## src/hdl/bmcc_pkg.sv

```systemverilog
// Shared types and constants for the bipartite minimum class cover core.
// No dependencies; the core, bmcc_ctrl and bmcc_dpath files refer to this package by scope.
package bmcc_pkg;

  localparam int unsigned NodeW  = 14;
  localparam int unsigned CoverW = 14;
  localparam logic [CoverW-1:0] COVER_MAX = 14'h3fff;

  // Request command codes
  localparam logic [1:0] CMD_ADD   = 2'd0;
  localparam logic [1:0] CMD_EVAL  = 2'd1;
  localparam logic [1:0] CMD_CLEAR = 2'd2;

  // Node colors
  localparam logic [1:0] COLOR_NONE  = 2'd0;
  localparam logic [1:0] COLOR_FIRST = 2'd1;

  typedef struct packed {
    logic [1:0]       command;
    logic [NodeW-1:0] node_a;
    logic [NodeW-1:0] node_b;
  } req_t;

  typedef struct packed {
    logic              possible;
    logic [CoverW-1:0] cover_size;
    logic              edges_dropped;
  } rsp_t;

  typedef enum logic [3:0] {
    OP_IDLE,
    OP_HEAD_CLR,
    OP_ADD_RD_A,
    OP_ADD_WR_A,
    OP_ADD_RD_B,
    OP_ADD_WR_B,
    OP_COLOR_CLR,
    OP_SCAN,
    OP_SCAN_CHK,
    OP_POP,
    OP_POP_U,
    OP_LOAD_U,
    OP_EDGE,
    OP_EDGE_T,
    OP_EDGE_V,
    OP_DONE
  } op_e;

  typedef struct packed {
    op_e op;
  } ctl_t;

  typedef struct packed {
    logic       accept;
    logic [1:0] cmd;
    logic       ptr_last;
    logic       drop;
    logic       scan_end;
    logic       color_set;
    logic       stack_empty;
    logic       edge_nil;
    logic       conflict;
    logic       out_free;
  } sts_t;

endpackage

```

## src/hdl/bmcc_ctrl.sv

```systemverilog
// Sequencer for the cover core: picks one datapath operation per cycle.
// Depends on bmcc_pkg (op_e, ctl_t, sts_t, command codes).
module bmcc_ctrl (
  input  logic           clk_i,
  input  logic           rst_ni,
  input  bmcc_pkg::sts_t sts_i,
  output bmcc_pkg::ctl_t ctl_o
);

  typedef enum logic [3:0] {
    S_IDLE, S_HEAD_CLR, S_ADD_RD_A, S_ADD_WR_A, S_ADD_RD_B, S_ADD_WR_B,
    S_COLOR_CLR, S_SCAN, S_SCAN_CHK, S_POP, S_POP_U, S_LOAD_U,
    S_EDGE, S_EDGE_T, S_EDGE_V, S_DONE
  } state_e;

  state_e state_q;

  always_ff @(posedge clk_i or negedge rst_ni) begin
    if (!rst_ni) begin
      state_q <= S_HEAD_CLR;
    end else begin
      unique case (state_q)
        S_IDLE: begin
          if (sts_i.accept) begin
            if (sts_i.cmd == bmcc_pkg::CMD_ADD) state_q <= S_ADD_RD_A;
            else if (sts_i.cmd == bmcc_pkg::CMD_EVAL) state_q <= S_COLOR_CLR;
            else if (sts_i.cmd == bmcc_pkg::CMD_CLEAR) state_q <= S_HEAD_CLR;
          end
        end
        S_HEAD_CLR:  if (sts_i.ptr_last) state_q <= S_IDLE;
        S_ADD_RD_A:  state_q <= sts_i.drop ? S_IDLE : S_ADD_WR_A;
        S_ADD_WR_A:  state_q <= S_ADD_RD_B;
        S_ADD_RD_B:  state_q <= S_ADD_WR_B;
        S_ADD_WR_B:  state_q <= S_IDLE;
        S_COLOR_CLR: if (sts_i.ptr_last) state_q <= S_SCAN;
        S_SCAN:      state_q <= sts_i.scan_end ? S_DONE : S_SCAN_CHK;
        S_SCAN_CHK:  state_q <= sts_i.color_set ? S_SCAN : S_POP;
        S_POP:       state_q <= sts_i.stack_empty ? S_SCAN : S_POP_U;
        S_POP_U:     state_q <= S_LOAD_U;
        S_LOAD_U:    state_q <= S_EDGE;
        S_EDGE:      state_q <= sts_i.edge_nil ? S_POP : S_EDGE_T;
        S_EDGE_T:    state_q <= S_EDGE_V;
        S_EDGE_V:    state_q <= sts_i.conflict ? S_DONE : S_EDGE;
        S_DONE:      if (sts_i.out_free) state_q <= S_IDLE;
        default:     state_q <= S_IDLE;
      endcase
    end
  end

  always_comb begin
    unique case (state_q)
      S_IDLE:      ctl_o.op = bmcc_pkg::OP_IDLE;
      S_HEAD_CLR:  ctl_o.op = bmcc_pkg::OP_HEAD_CLR;
      S_ADD_RD_A:  ctl_o.op = bmcc_pkg::OP_ADD_RD_A;
      S_ADD_WR_A:  ctl_o.op = bmcc_pkg::OP_ADD_WR_A;
      S_ADD_RD_B:  ctl_o.op = bmcc_pkg::OP_ADD_RD_B;
      S_ADD_WR_B:  ctl_o.op = bmcc_pkg::OP_ADD_WR_B;
      S_COLOR_CLR: ctl_o.op = bmcc_pkg::OP_COLOR_CLR;
      S_SCAN:      ctl_o.op = bmcc_pkg::OP_SCAN;
      S_SCAN_CHK:  ctl_o.op = bmcc_pkg::OP_SCAN_CHK;
      S_POP:       ctl_o.op = bmcc_pkg::OP_POP;
      S_POP_U:     ctl_o.op = bmcc_pkg::OP_POP_U;
      S_LOAD_U:    ctl_o.op = bmcc_pkg::OP_LOAD_U;
      S_EDGE:      ctl_o.op = bmcc_pkg::OP_EDGE;
      S_EDGE_T:    ctl_o.op = bmcc_pkg::OP_EDGE_T;
      S_EDGE_V:    ctl_o.op = bmcc_pkg::OP_EDGE_V;
      S_DONE:      ctl_o.op = bmcc_pkg::OP_DONE;
      default:     ctl_o.op = bmcc_pkg::OP_IDLE;
    endcase
  end

endmodule

```

## config.mk

```make
export PLATFORM = sky130hd
export DESIGN_NAME = bmcc_ctrl
export DESIGN_NICKNAME = d
export VERILOG_FILES = /design/src/hdl/bmcc_pkg.sv /design/src/hdl/bmcc_ctrl.sv
export SDC_FILE = /design/constraint.sdc
export NUM_CORES = 1
export LEC_CHECK = 0
export BUFFER_PORTS_ARGS = -buffer_cell sky130_fd_sc_hd__buf_2
export CAP_MARGIN = 20
export CELL_PAD_IN_SITES_DETAIL_PLACEMENT = 2
export CELL_PAD_IN_SITES_GLOBAL_PLACEMENT = 2
export CORE_AREA = 2 2 46 48
export CTS_BUF_LIST = sky130_fd_sc_hd__clkbuf_16
export CTS_CLUSTER_DIAMETER = 150
export DETAILED_ROUTE_END_ITERATION = 10
export DIE_AREA = 0 0 48 50
export PLACE_DENSITY = 0.67
export SYNTH_ARGS = -nofsm -noshare
export SYNTH_HDL_FRONTEND = slang
export SYNTH_SLANG_ARGS = --single-unit
```

## constraint.sdc

```tcl
create_clock -name clk_i -period 1.5 [get_ports clk_i]
set_input_delay 0.3 -clock clk_i [delete_from_list [all_inputs] [get_ports clk_i]]
set_output_delay 0.3 -clock clk_i [all_outputs]
set_load 0.02 [all_outputs]
```

## Yosys cells after proc, flatten, opt, wreduce, memory -nomap -nowiden

Memories as Yosys holds them, arrays and structs flattened.
Index checks and enable logic that the tools add are counted.

| word-level totals | value |
|---|---|
| flip-flop bits (word level) | 4 |
| bits in latches | 0 |
| bits in writable memories | 0 |
| bits in read-only memories | 64 |
| input port bits | 13 |
| output and inout bits | 4 |
| word-level logic and storage cells | 41 |
| memories | 1 |

Memories:

| memory | words | width | read ports | clocked after Yosys merged registers in | write ports | RTL line | source |
|---|---|---|---|---|---|---|---|
| (name not given) | 16 | 4 | 1 | 0 | 0 | bmcc_ctrl.sv:51 | `unique case (state_q)` |

| operators by class | value |
|---|---|
| add/subtract/negate cells | 0 |
| $mul | 0 |
| divide/modulo/power cells | 0 |
| $lt $le $gt $ge | 0 |
| equality and inequality tests | 22 |
| shift operators | 0 |
| muxes and demuxes | 14 |
| bitwise gates (word level) | 0 |
| reduce and logical (&&, ||, !) cells | 3 |

Operators with widths:

| operator | number |
|---|---|
| $pmux 4 s16 | 1 |
| $mux 4 | 9 |
| $eq 4x4->1 const B | 8 |
| $eq 4x3->1 const B | 4 |
| $eq 4x2->1 const B | 2 |
| $ne 2x2->1 const B | 4 |
| $mux 3 | 2 |
| $reduce_and 5->1 | 1 |
| $eq 4x1->1 const B | 1 |
| $logic_not 4->1 | 1 |
| $mux 2 | 2 |
| $ne 4x4->1 const B | 1 |
| $eq 2x1->1 const B | 1 |
| $eq 2x2->1 const B | 1 |
| $logic_not 2->1 | 1 |

## Logic depth before layout (Yosys ltp)

Gate-level depths: netlist (run 1).

| depth | value |
|---|---|
| depth in word-level cells | 6 |
| mapped depth | 5 |
| mapped depth without buffers | 4 |

## Worst setup path after synthesis (run 1)

Ideal clock, no wire load.

| timing | value |
|---|---|
| path type | flip-flop to flip-flop |
| start | reg state_q[0] |
| end | reg state_q[2] |
| library setup time | 145 ps |
| arrival | 1264 ps |
| required time | 1355 ps |
| setup slack | 91 ps |
| stages on the path, launching flop included | 6 |
| buffers on the path | 1 |
| period minus slack after synthesis | 1409 ps |
| cell sequence | dfstp_2 -> buf_2 -> nor2b_1 -> o22ai_1 -> o21ai_0 -> o221ai_1 |

| between the ends | value |
|---|---|
| word-level cells in the longest chain between the ends | 3 |
| elaborated cells on any way between the ends | 23 |
| classes of those cells | eq/ne: 20; mux: 1; reduce/logical: 2 |

Ends and longest elaborated chain:

| what | RTL line | source |
|---|---|---|
| start, declared | bmcc_ctrl.sv:16 | `state_e state_q;` |
| start signal, assigned | bmcc_ctrl.sv:31 | `S_ADD_RD_A: state_q <= sts_i.drop ? S_IDLE : S_ADD_WR_A;` |
| start signal, assigned | bmcc_ctrl.sv:36 | `S_SCAN: state_q <= sts_i.scan_end ? S_DONE : S_SCAN_CHK;` |
| start signal, assigned | bmcc_ctrl.sv:37 | `S_SCAN_CHK: state_q <= sts_i.color_set ? S_SCAN : S_POP;` |
| $logic_not 4->1 (tied with other cells) | bmcc_ctrl.sv:22 | `unique case (state_q)` |
| $ne 4x4->1 (no line) / $ne 2x2->1 (equally long branches) | - |  |
| $reduce_and 5->1 (no line) | - |  |

Parallel ways exist; a longest one is shown, timed or not.
A chain may end at the register's enable or synchronous reset.

## Worst setup path after layout (run 1)

| timing | value |
|---|---|
| start | reg state_q[3] |
| end | reg state_q[1] |

Same word-level chain as after synthesis.

==> results of run 1 <==
through the flow:
stage | utilization (%) | instance area, µm²
2_1_floorplan | - | 427
3_3_place_gp | 29.1 | 554
3_5_place_dp | 29.1 | 554
4_1_cts | 33.8 | 643
5_1_grt | 34.1 | 649
6_report | 34.1 | 649
routing by layer:
metal,vias to the layer above,global-route usage [%]
met5,-,0
met4,0,8.11
met3,3,4.40
met2,12,22.0
met1,248,21.4
li1,251,-
cells in the mapped netlist, types with 2 or more instances:
cell / instances
a21oi_1: 6
a31oi_1: 2
buf_2: 3
dfrtp_1: 3
nand2_1: 5
nand3b_1: 3
nor2b_1: 3
nor3_1: 4
o21ai_0: 5
o22ai_1: 2
repair_timing:
action	in CTS	in global routing
hold buffers	1	0
setup endpoints to repair	0	2
resized for setup	0	2
endpoints found under the hold margin	3	0
worst max-delay path, delay by kind of cell (launching register included):
kind / cells / cell delay, ns
AND/OR/NAND/NOR: 1 / 0.55
flip-flops: 1 / 0.41
AO/OA/AOI/OAI: 3 / 0.38
kinds of logic (layout without fill, tap and decap cells):
| group | after synthesis | after routing | synth area share (%) |
|---|---|---|---|
| and+or+nand+nor | 23 | 23 | 31.7 |
| buffers and inverters | 6 | 27 | 9.38 |
| DFF | 4 | 4 | 23.8 |
| AOI/OAI and AO/OA | 22 | 22 | 32.8 |
| muxes | 1 | 1 | 2.35 |
power by group through the flow:
stage | registers, mW | logic [mW] | clock network [mW]
6_report | 0.313 | 0.834 | 0.446
5_1_grt | 0.331 | 0.915 | 0.460
3_3_place_gp | 0.301 | 0.817 | 0
2_1_floorplan | 0.283 | 0.553 | 0
4_1_cts | 0.308 | 0.842 | 0.454
3_5_place_dp | 0.306 | 0.825 | 0
cells in the final DEF, fill, tap and decap left out, types with 3 or more instances in the layout:
cell type and instances:
nand2_1 5, nor2b_1 3, buf_4 4, nand3b_1 3, o21ai_0 5, nor3_1 3
buf_2 16, clkbuf_16 3, a21oi_1 6
layout make-up:
| class | instances | area share (%) |
|---|---|---|
| inverter | 1 | 0.578 |
| sequential | 4 | 15.8 |
| clock buffer | 3 | 11.6 |
| clock inverter | 1 | 0.578 |
| timing repair buffer | 22 | 21.6 |
| multi-input combinational | 46 | 44.7 |
| tap | 27 | 5.20 |
worst max-delay path by stage:
| stage | endpoint | slack [ns] | depth (start not counted) |
|---|---|---|---|
| finish | state_q[1] | 0.07 | 4 |
| global route | state_q[1] | 0.002 | 4 |
| CTS | state_q[2] | 0.03 | 4 |
| detailed placement | state_q[2] | 0.07 | 4 |
| global placement | state_q[2] | 0.07 | 4 |
| floorplan | state_q[2] | 0.09 | 5 |
==> impl_metrics.ini, run 1 <==
[cts]
clockBufferDepth = 2
clkTransAtPathRegs_ns = 0.03
clk_latency_ns = 0.23
cts_buffers = 3
htreeDepth = 1
cts_tree = yes
clock_sinks = 4
cts_setup_buffers = 0
clockRootBuffer = clkbuf_16

[critical_path]
critPathMaxFanout = 4
path_cells = or4b_1, a21oi_1, a21oi_1, o211ai_2
critPathArrivalTime_ns = 1.58
worst_setup_path_end_kind = flip-flop
worst_path_largest_cell_delay_ns = 0.55
regToRegEndpoint = state_q[1]
critical-path-slowest-cell = or4b_1
timing.critical_path.from = state_q[3]
crit-reg2reg-launch = state_q[3]
r2r_setup_slack_ns = 0.07
critPathRequiredTime_ns = 1.65
critPathLaunchType = flip-flop
cpMostUsedCell = a21oi_1
rr_worst_depth = 4
worstSetupPathType = flip-flop to flip-flop

[route]
drt_wl_total_mm = 1.58
first_iter_violations = 3
wl_met3_um = 50
wl_per_cell_um = 15.2
avgViaCountPerCell = 4.94
drt-met1-wl_um = 755
top_layer = met4
drtAntennaViolNets = 0
first_pass_iters = 4
drc = 0
vias = 514
met2WireLength_um = 739

[floorplanning]
start_util_pct = 22.4
die_x_um = 48
rows = 16
core_area_um2 = 1900
dieArea_um2 = 2400
ios = 17
die_h_um = 50

[logic_synthesis]
avgSynthCellArea_um2 = 7.62
netlist_top_cells_area = dfrtp_1, a21oi_1, dfstp_2, o21ai_0, nand3b_1
netlist_instances = 56
syn-num-nets = 69
synthFlopType = dfrtp_1
ys_types = 30
yosysTopAreaCellShare_pct = 17.6
ys_seq_area_share_pct = 23.8
synth_edf_count = 0
ys_seq_elements = 4
syn-cell-area_um2 = 427
synth_area_leader_cell = dfrtp_1
async_flop_share_pct = 100
synth_warnings = 0

[global_route]
grt_pass1_vias = 532
grt_pass1_wl_mm = 2.55
grt-ovfl-total = 0
antenna_found_initial = 0
grt_max_degree = 14
track_usage_pct = 15.7

[timing]
fin_ws_ns = 0.0704
hold_violations = 0
timing.fmax_mhz = 699
setup_viol = 0
period_needed_ns = 1.43
setup_tns_ns = 0
grt_setup_unrepaired = false
clock_skew_ns = 0.000494
fin_crit_sh_pct = 95.3
worst_pin_slew_ns = 0.334
relSlewSlack_pct = 77.7
drv_slew = 0
hold_slack_ns = 0.289

[pwr]
swShare_pct = 42.2
power_frac_comb_pct = 52.4
leakage_nw = 0.293
seqPwrFrac_pct = 19.6
ir_drop_uv = 830
switching_power_mw = 0.672
internal-power_mw = 0.920
p_clk_share_pct = 28.0
power-per-cell-area_nw_per_um2 = 2450
power.total_mw = 1.59

[place]
dp.cells = 99
gp_congestion = 0.729
place_hpwl_mm = 1.21
portBuffers = 16
dp_slack_ns = 0.0696

[final_layout]
instances_no_fill = 104
reg_top3 = state_q (4)
insertedDiodeCount = 0
regArea_um2 = 103
drive_gt1_share_pct = 36.4
fillCellCount = 235
largest_reg_flops = 4
nets = 91
syn_to_final_growth_pct = 52.2
multi_input_area_um2 = 290
top_register = state_q

[hold_path]
hp-start = sts_i[0]
holdPathStages = 2
holdPathEnd = state_q[3]
hp-class = primary input to flip-flop

[job]
cap_viol_max_count = 0

[outcome]
status = finished, final reports clean
Note: power is estimated with default switching activity, not from simulation.
==> inputs of run 2 (changes only) <==
--- a/config.mk
+++ b/config.mk
@@ -15,6 +15,7 @@
 export DETAILED_ROUTE_END_ITERATION = 10
 export DIE_AREA = 0 0 48 50
 export PLACE_DENSITY = 0.67
+export RECOVER_POWER = 100
 export SYNTH_ARGS = -nofsm -noshare
 export SYNTH_HDL_FRONTEND = slang
 export SYNTH_SLANG_ARGS = --single-unit
==> run 2 against run 1 <==
Via count increased by 0.19%. Critical path type unchanged. Maximum frequency increased by 0.27%. Worst setup slack improved by 0.0039 ns. Global-route usage unchanged.
==> impl_metrics.ini, run 2 (synthesized netlist as in run 1, its figures left out) <==
[floorplanning]
rows = 16
die_x_um = 48
core_area_um2 = 1900
start_util_pct = 22.4
die_h_um = 50
ios = 17
dieArea_um2 = 2400

[timing]
fin_ws_ns = 0.0743
fin_crit_sh_pct = 95.0
relSlewSlack_pct = 77.4
hold_violations = 0
drv_slew = 0
worst_pin_slew_ns = 0.339
grt_setup_unrepaired = false
setup_tns_ns = 0
period_needed_ns = 1.43
hold_slack_ns = 0.289
timing.fmax_mhz = 701
clock_skew_ns = 0.000498
setup_viol = 0

[critical_path]
r2r_setup_slack_ns = 0.07
timing.critical_path.from = state_q[3]
critPathLaunchType = flip-flop
cpMostUsedCell = a21oi_1
path_cells = or4b_1, a21oi_1, a21oi_1, o211ai_2
cp.buffers_inverters = 0
critPathMaxFanout = 4
rr_worst_depth = 4
worst_setup_path_end_kind = flip-flop
critical-path-slowest-cell = or4b_1
critPathArrivalTime_ns = 1.58
crit-reg2reg-launch = state_q[3]
crit_family = simple AND/OR/NAND/NOR gates
worstSetupPathType = flip-flop to flip-flop
regToRegEndpoint = state_q[1]
critPathRequiredTime_ns = 1.65
worst_path_largest_cell_delay_ns = 0.55

[final_layout]
final_area_um2 = 643
layout_commonest_cell = buf_2
instances_no_fill = 104
syn_to_final_growth_pct = 50.7
nets = 91
insertedDiodeCount = 0
drive_gt1_share_pct = 32.5
postLayoutCoreUtil_pct = 33.8
top_register = state_q
largest_reg_flops = 4
layout_common_cells = buf_2, a21oi_1, o21ai_0, nand2_1
reg_top3 = state_q (4)

[cts]
clockBufferDepth = 2
clkTransAtPathRegs_ns = 0.03
clock_sinks = 4
clk_latency_ns = 0.23
cts_tree = yes
cts_setup_buffers = 0
cts_buffers = 3
clockRootBuffer = clkbuf_16
htreeDepth = 1

[hold_path]
holdPathEnd = state_q[3]
holdPathStages = 2
hp-start = sts_i[0]
hp-class = primary input to flip-flop

[place]
dp_slack_ns = 0.0696
place_area_um2 = 554
gp_congestion = 0.729
portBuffers = 16
place_hpwl_mm = 1.21
dp.cells = 99

[route]
drtAntennaViolNets = 0
drt_wl_total_mm = 1.58
vias = 515
avgViaCountPerCell = 4.95
wl_met3_um = 50
wl_per_cell_um = 15.2
drc = 0
drt-met1-wl_um = 754
first_pass_iters = 3
met2WireLength_um = 743
first_iter_violations = 3
top_layer = met4

[pwr]
leakage_nw = 0.284
ir_drop_uv = 829
power.total_mw = 1.58
power-per-cell-area_nw_per_um2 = 2450

[global_route]
antenna_found_initial = 0
grt_pass1_vias = 532
grt-ovfl-total = 0
grt_max_degree = 14
grt_pass1_wl_mm = 2.55
track_usage_pct = 15.7

[outcome]
status = finished, final reports clean

[job]
cap_viol_max_count = 0
==> run 2: timing repair <==
action | 4_1_cts | 5_1_grt
setup endpoints to repair | 0 | 2
hold endpoints to repair | 3 | 0
resized for setup | 0 | 2
hold buffers | 1 | 0
==> run 2: worst max path at each step <==
stage | to | depth (start not counted)
6_report | state_q[1] | 4
3_3_place_gp | state_q[2] | 4
5_1_grt | state_q[1] | 4
4_1_cts | state_q[2] | 4
2_1_floorplan | state_q[2] | 5
3_5_place_dp | state_q[2] | 4
==> run 2: routing by layer <==
layer  GRT usage [%]  up-vias
met5               0        -
met4            8.11        0
met3            4.40        3
met2            22.0       12
met1            21.4      249
li1                -      251
==> run 2: final cells by class <==
| cell class | instances | area [µm²] |
|---|---|---|
| Fill cell | 233 | 1260 |
| Clock inverter | 1 | 3.75 |
| Tap cell | 27 | 33.8 |
| Clock buffer | 3 | 75.1 |
| Inverter | 1 | 3.75 |
| Sequential cell | 4 | 103 |
| Timing Repair Buffer | 22 | 134 |
| Multi-Input combinational cell | 46 | 290 |
==> run 2: where the power goes <==
| part | switching, mW | total (mW) | leakage (nW) | internal (mW) |
|---|---|---|---|---|
| Sequential | 0.134 | 0.313 | 0.0475 | 0.179 |
| Combinational | 0.440 | 0.819 | 0.194 | 0.379 |
| Clock | 0.0993 | 0.446 | 0.0423 | 0.346 |
| Total | 0.673 | 1.58 | 0.284 | 0.904 |
